--- config.mk ---
export PLATFORM = sky130hd
export DESIGN_NAME = imu_frame_sync_checksum_decoder_top
export DESIGN_NICKNAME = d
export VERILOG_FILES = /design/src/ifsc_pkg.sv /design/src/ifsc_front.sv /design/src/ifsc_queue.sv /design/src/ifsc_back.sv /design/src/imu_frame_sync_checksum_decoder_top.sv
export SDC_FILE = /design/constraint.sdc
export NUM_CORES = 1
export LEC_CHECK = 0
export CAP_MARGIN = 20
export CORE_UTILIZATION = 60
export CTS_BUF_LIST = sky130_fd_sc_hd__clkbuf_8
export DETAILED_ROUTE_END_ITERATION = 8
export DONT_BUFFER_PORTS = 1
export GPL_ROUTABILITY_DRIVEN = 0
export PLACE_DENSITY = 0.76
export SETUP_SLACK_MARGIN = 0.1
export SLEW_MARGIN = 0
export SYNTH_ARGS = -nofsm -noshare
export SYNTH_HDL_FRONTEND = slang
export SYNTH_SLANG_ARGS = --single-unit
--- constraint.sdc ---
create_clock -name clk_i -period 14.3 [get_ports clk_i]
set_input_delay 1.43 -clock clk_i [delete_from_list [all_inputs] [get_ports clk_i]]
set_output_delay 1.43 -clock clk_i [all_outputs]
set_load 0.05 [all_outputs]
--- src/ifsc_pkg.sv ---
// Shared types, constants and a helper function for the IMU frame decoder.
`timescale 1ns / 1ps

package ifsc_pkg;

  // Default frame length in bytes, including header and checksum.
  localparam int FRAME_BYTES_DEF = 11;

  // Depth of the queue between the frame checker and the output stage.
  localparam int QUEUE_DEPTH = 2;

  // Configuration port widths and register indexes.
  localparam int CFG_IDX_W  = 8;
  localparam int CFG_DATA_W = 8;
  localparam int OFFSET_W   = 4;

  localparam logic [CFG_IDX_W-1:0] CFG_HEADER_BYTE    = 8'd0;
  localparam logic [CFG_IDX_W-1:0] CFG_COMMAND_OFFSET = 8'd1;
  localparam logic [CFG_IDX_W-1:0] CFG_ANGLE_COMMAND  = 8'd2;
  localparam logic [CFG_IDX_W-1:0] CFG_QUAT_COMMAND   = 8'd3;

  // Register reset values.
  localparam logic [7:0]          HEADER_BYTE_RST    = 8'd85;
  localparam logic [OFFSET_W-1:0] COMMAND_OFFSET_RST = 4'd1;
  localparam logic [7:0]          ANGLE_COMMAND_RST  = 8'd83;
  localparam logic [7:0]          QUAT_COMMAND_RST   = 8'd89;

  // Frame kind codes as they appear on the output.
  localparam logic KIND_ANGLE = 1'b0;
  localparam logic KIND_QUAT  = 1'b1;

  // One decoded frame waiting for the output stage: raw little-endian words
  // taken from frame bytes 2..3, 4..5, 6..7 and 8..9.
  typedef struct packed {
    logic        kind;
    logic [15:0] word0;
    logic [15:0] word1;
    logic [15:0] word2;
    logic [15:0] word3;
  } frame_entry_t;

  // Degrees times 128 from a raw angle word: floor(raw * 180 / 256).
  // The product fits in 24 bits, and taking its upper 16 bits floors it.
  function automatic logic [15:0] deg128(input logic [15:0] raw);
    logic [23:0] prod;
    prod = {{8{raw[15]}}, raw} * 24'd180;
    return prod[23:8];
  endfunction

endpackage

--- src/ifsc_front.sv ---
// Frame checker: byte window, running checksum, resync count and command decode.
`timescale 1ns / 1ps

module ifsc_front #(
  parameter int FrameBytes = ifsc_pkg::FRAME_BYTES_DEF
) (
  input  logic                             clk_i,
  input  logic                             rst_ni,
  input  logic                             in_valid_i,
  output logic                             in_stall_o,
  input  logic [7:0]                       rx_byte_i,
  input  logic                             cfg_valid_i,
  output logic                             cfg_ready_o,
  input  logic [ifsc_pkg::CFG_IDX_W-1:0]   cfg_index_i,
  input  logic [ifsc_pkg::CFG_DATA_W-1:0]  cfg_data_i,
  output logic                             push_o,
  output ifsc_pkg::frame_entry_t           push_data_o,
  input  logic                             queue_full_i
);

  localparam int CntW = $clog2(FrameBytes + 1);
  localparam int WinW = $clog2(FrameBytes);

  logic [7:0]                    header_q;
  logic [ifsc_pkg::OFFSET_W-1:0] offset_q;
  logic [7:0]                    angle_cmd_q;
  logic [7:0]                    quat_cmd_q;

  logic [7:0]      win_q [FrameBytes];
  logic [7:0]      win_d [FrameBytes];
  logic [7:0]      sum_q, sum_d;
  logic [CntW-1:0] cnt_q, cnt_d, cnt_inc;

  logic            accept;
  logic            frame_ok;
  logic            cmd_valid;
  logic [WinW-1:0] cmd_idx;
  logic [7:0]      cmd_byte;
  logic            is_angle;
  logic            is_quat;

  assign cfg_ready_o = 1'b1;
  assign in_stall_o  = queue_full_i;
  assign accept      = in_valid_i & ~in_stall_o;

  always_ff @(posedge clk_i or negedge rst_ni) begin
    if (!rst_ni) begin
      header_q    <= ifsc_pkg::HEADER_BYTE_RST;
      offset_q    <= ifsc_pkg::COMMAND_OFFSET_RST;
      angle_cmd_q <= ifsc_pkg::ANGLE_COMMAND_RST;
      quat_cmd_q  <= ifsc_pkg::QUAT_COMMAND_RST;
    end else if (cfg_valid_i && cfg_ready_o) begin
      unique case (cfg_index_i)
        ifsc_pkg::CFG_HEADER_BYTE:    header_q    <= cfg_data_i[7:0];
        ifsc_pkg::CFG_COMMAND_OFFSET: offset_q    <= cfg_data_i[ifsc_pkg::OFFSET_W-1:0];
        ifsc_pkg::CFG_ANGLE_COMMAND:  angle_cmd_q <= cfg_data_i[7:0];
        ifsc_pkg::CFG_QUAT_COMMAND:   quat_cmd_q  <= cfg_data_i[7:0];
        default: ;
      endcase
    end
  end

  // Window after the incoming byte is shifted in, oldest byte first.
  always_comb begin
    for (int i = 0; i < FrameBytes - 1; i++) begin
      win_d[i] = win_q[i + 1];
    end
    win_d[FrameBytes - 1] = rx_byte_i;
  end

  // The sum covers all window bytes but the last. Sliding the window drops the
  // oldest byte from the sum and brings in the byte that was last before.
  assign sum_d   = sum_q - win_q[0] + win_q[FrameBytes - 1];
  assign cnt_inc = (cnt_q < CntW'(FrameBytes)) ? cnt_q + 1'b1 : cnt_q;

  assign frame_ok = (cnt_inc == CntW'(FrameBytes)) && (win_d[0] == header_q) &&
                    (sum_d == rx_byte_i);

  assign cmd_valid = (int'(offset_q) < FrameBytes);
  assign cmd_idx   = WinW'(offset_q);
  assign cmd_byte  = cmd_valid ? win_d[cmd_idx] : 8'd0;
  assign is_angle  = cmd_valid && (cmd_byte == angle_cmd_q);
  assign is_quat   = cmd_valid && (cmd_byte == quat_cmd_q);

  // An accepted frame clears the count whether or not it yields an item.
  assign cnt_d = frame_ok ? '0 : cnt_inc;

  always_ff @(posedge clk_i or negedge rst_ni) begin
    if (!rst_ni) begin
      sum_q <= '0;
      cnt_q <= '0;
      for (int i = 0; i < FrameBytes; i++) begin
        win_q[i] <= '0;
      end
    end else if (accept) begin
      sum_q <= sum_d;
      cnt_q <= cnt_d;
      for (int i = 0; i < FrameBytes; i++) begin
        win_q[i] <= win_d[i];
      end
    end
  end

  assign push_o            = accept && frame_ok && (is_angle || is_quat);
  assign push_data_o.kind  = is_angle ? ifsc_pkg::KIND_ANGLE : ifsc_pkg::KIND_QUAT;
  assign push_data_o.word0 = {win_d[3], win_d[2]};
  assign push_data_o.word1 = {win_d[5], win_d[4]};
  assign push_data_o.word2 = {win_d[7], win_d[6]};
  assign push_data_o.word3 = {win_d[9], win_d[8]};

endmodule

--- src/ifsc_queue.sv ---
// Small register queue of decoded frames between the checker and the output stage.
`timescale 1ns / 1ps

module ifsc_queue #(
  parameter int Depth = ifsc_pkg::QUEUE_DEPTH
) (
  input  logic                   clk_i,
  input  logic                   rst_ni,
  input  logic                   push_i,
  input  ifsc_pkg::frame_entry_t push_data_i,
  output logic                   full_o,
  input  logic                   pop_i,
  output logic                   valid_o,
  output ifsc_pkg::frame_entry_t data_o
);

  localparam int PtrW = (Depth > 1) ? $clog2(Depth) : 1;
  localparam int CntW = $clog2(Depth + 1);

  ifsc_pkg::frame_entry_t mem_q [Depth];
  logic [PtrW-1:0] wr_ptr_q, rd_ptr_q;
  logic [CntW-1:0] count_q;
  logic            do_push, do_pop;

  assign full_o  = (count_q == CntW'(Depth));
  assign valid_o = (count_q != '0);
  assign data_o  = mem_q[rd_ptr_q];
  assign do_push = push_i && !full_o;
  assign do_pop  = pop_i && valid_o;

  always_ff @(posedge clk_i) begin
    if (do_push) begin
      mem_q[wr_ptr_q] <= push_data_i;
    end
  end

  always_ff @(posedge clk_i or negedge rst_ni) begin
    if (!rst_ni) begin
      wr_ptr_q <= '0;
      rd_ptr_q <= '0;
      count_q  <= '0;
    end else begin
      if (do_push) begin
        wr_ptr_q <= (wr_ptr_q == PtrW'(Depth - 1)) ? '0 : wr_ptr_q + 1'b1;
      end
      if (do_pop) begin
        rd_ptr_q <= (rd_ptr_q == PtrW'(Depth - 1)) ? '0 : rd_ptr_q + 1'b1;
      end
      if (do_push && !do_pop) begin
        count_q <= count_q + 1'b1;
      end else if (do_pop && !do_push) begin
        count_q <= count_q - 1'b1;
      end
    end
  end

endmodule

--- src/ifsc_back.sv ---
// Output stage: scales angle words or passes quaternion words into the result register.
`timescale 1ns / 1ps

module ifsc_back (
  input  logic                   clk_i,
  input  logic                   rst_ni,
  input  logic                   q_valid_i,
  input  ifsc_pkg::frame_entry_t q_data_i,
  output logic                   q_pop_o,
  output logic                   out_valid_o,
  input  logic                   out_stall_i,
  output logic                   frame_kind_o,
  output logic signed [15:0]     roll_deg_o,
  output logic signed [15:0]     pitch_deg_o,
  output logic signed [15:0]     yaw_deg_o,
  output logic signed [15:0]     quat_w_o,
  output logic signed [15:0]     quat_z_o,
  output logic signed [15:0]     quat_x_o,
  output logic signed [15:0]     quat_y_o
);

  logic        valid_q;
  logic        load;
  logic        is_angle;
  logic [15:0] roll_d, pitch_d, yaw_d;

  // The result register takes a new item whenever it is empty or being taken.
  assign load    = q_valid_i && (!valid_q || !out_stall_i);
  assign q_pop_o = load;

  assign is_angle = (q_data_i.kind == ifsc_pkg::KIND_ANGLE);
  assign roll_d   = ifsc_pkg::deg128(q_data_i.word0);
  assign pitch_d  = 16'(-ifsc_pkg::deg128(q_data_i.word1));
  assign yaw_d    = ifsc_pkg::deg128(q_data_i.word2);

  always_ff @(posedge clk_i or negedge rst_ni) begin
    if (!rst_ni) begin
      valid_q <= 1'b0;
    end else if (load) begin
      valid_q <= 1'b1;
    end else if (!out_stall_i) begin
      valid_q <= 1'b0;
    end
  end

  always_ff @(posedge clk_i) begin
    if (load) begin
      frame_kind_o <= q_data_i.kind;
      roll_deg_o   <= is_angle ? roll_d  : 16'sd0;
      pitch_deg_o  <= is_angle ? pitch_d : 16'sd0;
      yaw_deg_o    <= is_angle ? yaw_d   : 16'sd0;
      quat_w_o     <= is_angle ? 16'sd0 : q_data_i.word0;
      quat_z_o     <= is_angle ? 16'sd0 : q_data_i.word1;
      quat_x_o     <= is_angle ? 16'sd0 : q_data_i.word2;
      quat_y_o     <= is_angle ? 16'sd0 : q_data_i.word3;
    end
  end

  assign out_valid_o = valid_q;

endmodule

--- src/imu_frame_sync_checksum_decoder_top.sv ---
// Top level of the IMU serial frame decoder.
`timescale 1ns / 1ps

// Takes one received serial byte per clock cycle, unless stalled, and checks every
// full window of FrameBytes bytes for a header byte, an 8-bit additive checksum in
// the last byte and at least a frame's worth of bytes since the previous accepted
// frame. Angle frames give three angles in degrees times 128 and quaternion frames
// four Q15 words; other accepted frames give no item. The checksum is kept as a
// running sum, so the check costs one add and compare per byte. A result item is
// pushed into a two-entry queue when the frame's last byte is taken and loaded
// from there into the output register; the queue keeps bytes flowing while the
// output is stalled, and the input stalls only once the queue is full. Configuration
// writes are always ready and take effect on the next byte.

module imu_frame_sync_checksum_decoder_top #(
  parameter int FrameBytes = ifsc_pkg::FRAME_BYTES_DEF
) (
  input  logic                            clk_i,
  input  logic                            rst_ni,
  input  logic                            in_valid_i,
  output logic                            in_stall_o,
  input  logic [7:0]                      rx_byte_i,
  input  logic                            cfg_valid_i,
  output logic                            cfg_ready_o,
  input  logic [ifsc_pkg::CFG_IDX_W-1:0]  cfg_index_i,
  input  logic [ifsc_pkg::CFG_DATA_W-1:0] cfg_data_i,
  output logic                            out_valid_o,
  input  logic                            out_stall_i,
  output logic                            frame_kind_o,
  output logic signed [15:0]              roll_deg_o,
  output logic signed [15:0]              pitch_deg_o,
  output logic signed [15:0]              yaw_deg_o,
  output logic signed [15:0]              quat_w_o,
  output logic signed [15:0]              quat_z_o,
  output logic signed [15:0]              quat_x_o,
  output logic signed [15:0]              quat_y_o
);

  logic                   push;
  ifsc_pkg::frame_entry_t push_data;
  logic                   queue_full;
  logic                   q_valid;
  ifsc_pkg::frame_entry_t q_data;
  logic                   q_pop;

  ifsc_front #(
    .FrameBytes(FrameBytes)
  ) u_front (
    .clk_i       (clk_i),
    .rst_ni      (rst_ni),
    .in_valid_i  (in_valid_i),
    .in_stall_o  (in_stall_o),
    .rx_byte_i   (rx_byte_i),
    .cfg_valid_i (cfg_valid_i),
    .cfg_ready_o (cfg_ready_o),
    .cfg_index_i (cfg_index_i),
    .cfg_data_i  (cfg_data_i),
    .push_o      (push),
    .push_data_o (push_data),
    .queue_full_i(queue_full)
  );

  ifsc_queue #(
    .Depth(ifsc_pkg::QUEUE_DEPTH)
  ) u_queue (
    .clk_i      (clk_i),
    .rst_ni     (rst_ni),
    .push_i     (push),
    .push_data_i(push_data),
    .full_o     (queue_full),
    .pop_i      (q_pop),
    .valid_o    (q_valid),
    .data_o     (q_data)
  );

  ifsc_back u_back (
    .clk_i       (clk_i),
    .rst_ni      (rst_ni),
    .q_valid_i   (q_valid),
    .q_data_i    (q_data),
    .q_pop_o     (q_pop),
    .out_valid_o (out_valid_o),
    .out_stall_i (out_stall_i),
    .frame_kind_o(frame_kind_o),
    .roll_deg_o  (roll_deg_o),
    .pitch_deg_o (pitch_deg_o),
    .yaw_deg_o   (yaw_deg_o),
    .quat_w_o    (quat_w_o),
    .quat_z_o    (quat_z_o),
    .quat_x_o    (quat_x_o),
    .quat_y_o    (quat_y_o)
  );

endmodule
==> out/summary.md <==
### Floorplan
• Ports: 145
• Die Height: 191 um
• die area: 36300 sq um
• Std-Cell Core Area: 34800 sq um
• number of rows created at floorplan: 68
• effective utilization at floorplan: 61.3%
• DIE WIDTH: 191 um

### Worst setup path
• Crit Reg-Reg Endpoint: u_back.pitch_deg_o[15]$_SDFFCE_PP0P_
• required time of the critical path: 14.70 ns
• Critical Path Start Type: register
• kind of critical path: register to register
• slowest cell on the critical path: dfrtp_2
• critical-path maximum fanout: 39
• beginning of the critical path: u_queue.rd_ptr_q$_DFFE_PN0P_
• endpoint kind of the worst setup timing path: register
• slowest stage delay, CP: 0.83 ns
• worst reg-to-reg setup slack: 7.96 ns
• cell type with the highest occurrence count on the critical path: inv_1
• worst-case reg-to-reg path depth: 18
• source of the worst register-to-register timing path: u_queue.rd_ptr_q$_DFFE_PN0P_
• list of cells traversed by the critical path: buf_4 -> mux2i_1 -> inv_1 -> ha_1 -> inv_1 -> fa_1 -> fa_1 -> inv_1 -> ha_1 -> a21oi_1 -> o21ai_1 -> a21oi_1 -> mux2i_1 -> a31oi_1 -> nor4_4 -> nor2_1 -> a211oi_1 -> nand2_1
• arrival time at the worst endpoint: 6.74 ns
• endpoint of the worst setup timing path: u_back.pitch_deg_o[15]$_SDFFCE_PP0P_

### Layout
• multi-input gate area in the final layout: 9560 sq um
• post-route design area: 23000 sq um
• count of antenna diodes in the layout: 0
• Reg area: 10600 sq um
• Nets: 2108
• layout-stage area growth over the synthesis result: 7.82%
• share of post-route cells with drive strength above 1: 12.3%
• number of fill cells: 2587

### Route
• total routed wire length on the met1 layer: 17700 um
• detailed-route wire length per cell: 18.0 um
• length of routed met2 wiring: 21000 um
• wirelength, routed: 42700 um
• first-pass iteration count of the detailed router: 5
• count of vias placed by the detailed router: 13.2k
• Final ANT Viol Nets: 0
• length of routed met3 wiring: 2550 um
• via count normalized by instance count: 5.58
• Residual DRC: 0
• Iteration-0 DRC Markers: 996
• highest routing layer actually used: met4

### Global route
• number of global-route vias before repair: 13.3k
• maximum number of pins on one net before global-route repair: 134
• wire length of the first global-routing pass: 69000 um
• total track usage: 24.4%
• antenna violations before repair: 0
• sum of overflow across all layers after global routing: 0

### Synthesis
• Post-synth EDFFs: 243
• Post-Syn Nets: 2094
• number of instances in the synthesized netlist: 1849
• primary flip-flop cell chosen by synthesis mapping: edfxtp_1
• register bit total from synthesis: 376
• Post-Synthesis Cell Area: 21300 sq um
• mean area per synthesized cell: 11.5 sq um
• proportion of synthesized chip area in sequential cells: 49.9%
• number of warnings issued by yosys: 0
• Distinct cells, synth: 85
• share of synthesized registers carrying an async set or reset: 35.4%

### CTS
• register clock-pin slew on the reported worst setup and hold paths: 0.07 ns
• clock tree from TritonCTS: yes
• buffers from clock root to sink, at most: 3
• H-tree level count: 2
• Post-CTS Setup Repair Bufs: 0
• number of sinks handled by clock tree synthesis: 376
• hold buffer count at CTS: 0
• CTS-repair resized insts: 0
• worst skew pair latency: 0.66 ns
• clock buffers created by TritonCTS: 61
• root buffer cell: clkbuf_8

### Timing
• Hold Vio Cnt, Final: 0
• setup violators final: 0
• total negative slack: 0 ns
• Max Fclk: 0.158 GHz
• worst slew pin tran: 1.08 ns
• smallest setup slack after layout: 7.96 ns
• time the final worst path needs with I/O delays and setup: 6.34 ns
• worst max-slew margin expressed relative to the limit: 28.0%
• final worst-path cycle share: 44.3%
• number of slew-limit violations in the final report: 0
• setup repair after global routing missed its margin: no
• final worst clock skew: 0.0181 ns

### Min path
• Min-Delay Path Class: input port to async pin

### Flow run
• maximum capacitance violations: 0

### Placed design
• pre-CTS setup slack: 7.93 ns
• total placed instance area: 21700 sq um
• DP HPWL: 30100 um
• Buffers on Ports: 0

### Status
• run status: completed

## worst min-delay path by stage
stage / startpoint / endpoint / slack (ns) / cells past startpoint
5_1_grt: rst_ni / u_front.angle_cmd_q[5]$_DFFE_PN0P_ / 0.42 / 0
2_1_floorplan: u_front.sum_q[1]$_DFFE_PN0P_ / u_front.sum_q[1]$_DFFE_PN0P_ / 0.45 / 2
4_1_cts: rst_ni / u_front.win_d[73]$_DFFE_PN0P_ / 0.42 / 0
6_report: rst_ni / u_front.cmd_idx[1]$_DFFE_PN0P_ / 0.48 / 0
3_3_place_gp: u_front.sum_q[2]$_DFFE_PN0P_ / u_front.sum_q[2]$_DFFE_PN0P_ / 0.46 / 2
3_5_place_dp: u_front.sum_q[5]$_DFFE_PN0P_ / u_front.sum_q[5]$_DFFE_PN0P_ / 0.47 / 2
## logic make-up after synthesis
| logic type | after synthesis | synth area share (%) |
|---|---|---|
| buf+inv | 299 | 5.46 |
| fa+ha+maj | 216 | 15.6 |
| other cells | 1 | 0.0176 |
| compound gates | 189 | 5.79 |
| flops | 376 | 49.9 |
| simple gates | 548 | 11.8 |
| xor+xnor | 90 | 3.83 |
| mux | 130 | 7.62 |
## per-layer routing
metal	GRT usage, %	vias up
met1	31.0	6447
met5	0	-
met2	40.9	402
li1	-	6300
met3	5.21	93
met4	9.20	0
## synth_stat cells, types with 22 or more instances
cell type	number	area (sq um)
a21oi_1	44	220
mux2_2	73	822
nand2_1	297	1110
o21ai_0	49	245
xnor2_1	54	473
and2_1	51	319
xor2_1	33	289
dfrtp_1	120	3000
edfxtp_1	243	7300
mux2i_1	41	410
inv_1	239	897
nor2_1	91	342
clkbuf_1	43	161
nor3_1	22	110
ha_1	132	1650
fa_1	84	1680
## area by class of cell
type / instances / area share (%)
clock buffer: 71 / 4.25
clock inverter: 45 / 1.21
timing repair buffer: 11 / 0.359
sequential: 376 / 46.3
multi-input combinational: 1174 / 41.5
inverter: 239 / 3.91
tap: 455 / 2.47
## through the flow
stage,util (%),instances,hold slack (ns)
after floorplan,-,1849,0.450
after global placement,62.5,2254,0.461
after detailed placement,62.5,2254,0.470
after CTS,66.1,2370,0.417
after global routing,66.1,2371,0.423
final,66.1,2371,0.476
## state kept, by name, indices dropped and copies added, names as in the netlist
| name | count |
|---|---|
| u_back.frame_kind_o | 1 |
| u_back.out_valid_o | 1 |
| u_back.pitch_deg_o | 16 |
| u_back.quat_w_o | 16 |
| u_back.quat_x_o | 16 |
| u_back.quat_y_o | 16 |
| u_back.quat_z_o | 16 |
| u_back.roll_deg_o | 16 |
| u_back.yaw_deg_o | 16 |
| u_front.angle_cmd_q | 8 |
| u_front.cmd_idx | 4 |
| u_front.cnt_q | 4 |
| u_front.header_q | 8 |
| u_front.push_data_o | 64 |
| u_front.quat_cmd_q | 8 |
| u_front.sum_q | 8 |
| u_front.win_d | 16 |
| u_front.win_q | 8 |
| u_queue.count_q | 2 |
| u_queue.mem_q | 130 |
| u_queue.rd_ptr_q | 1 |
| u_queue.wr_ptr_q | 1 |
## cell usage in the layout, fill, tap and decap left out, types with 13 or more instances in the layout
cell,n
clkinv_2,17
and2_1,49
clkbuf_8,71
nand2_1,296
fa_1,84
a21o_1,19
mux2i_1,40
a21oi_1,44
o21ai_0,49
edfxtp_1,243
dfstp_2,13
inv_1,249
ha_1,132
nand3_1,14
nor3_1,22
xor2_1,33
mux2_2,73
nor2_1,91
dfrtp_1,119
xnor2_1,54
## worst max-delay path: cells and delay by family, from the launching register on
kind	cells	cell delay (ns)
AO/OA/AOI/OAI	5	1.09
adder cells (fa/ha/maj)	4	1.71
buffers and inverters	4	0.89
flip-flops	1	0.83
multiplexers	2	0.93
AND/OR/NAND/NOR	3	0.60
Power is not shown: default switching activity piles up to over one toggle a cycle in this logic, so the estimate is an artifact.
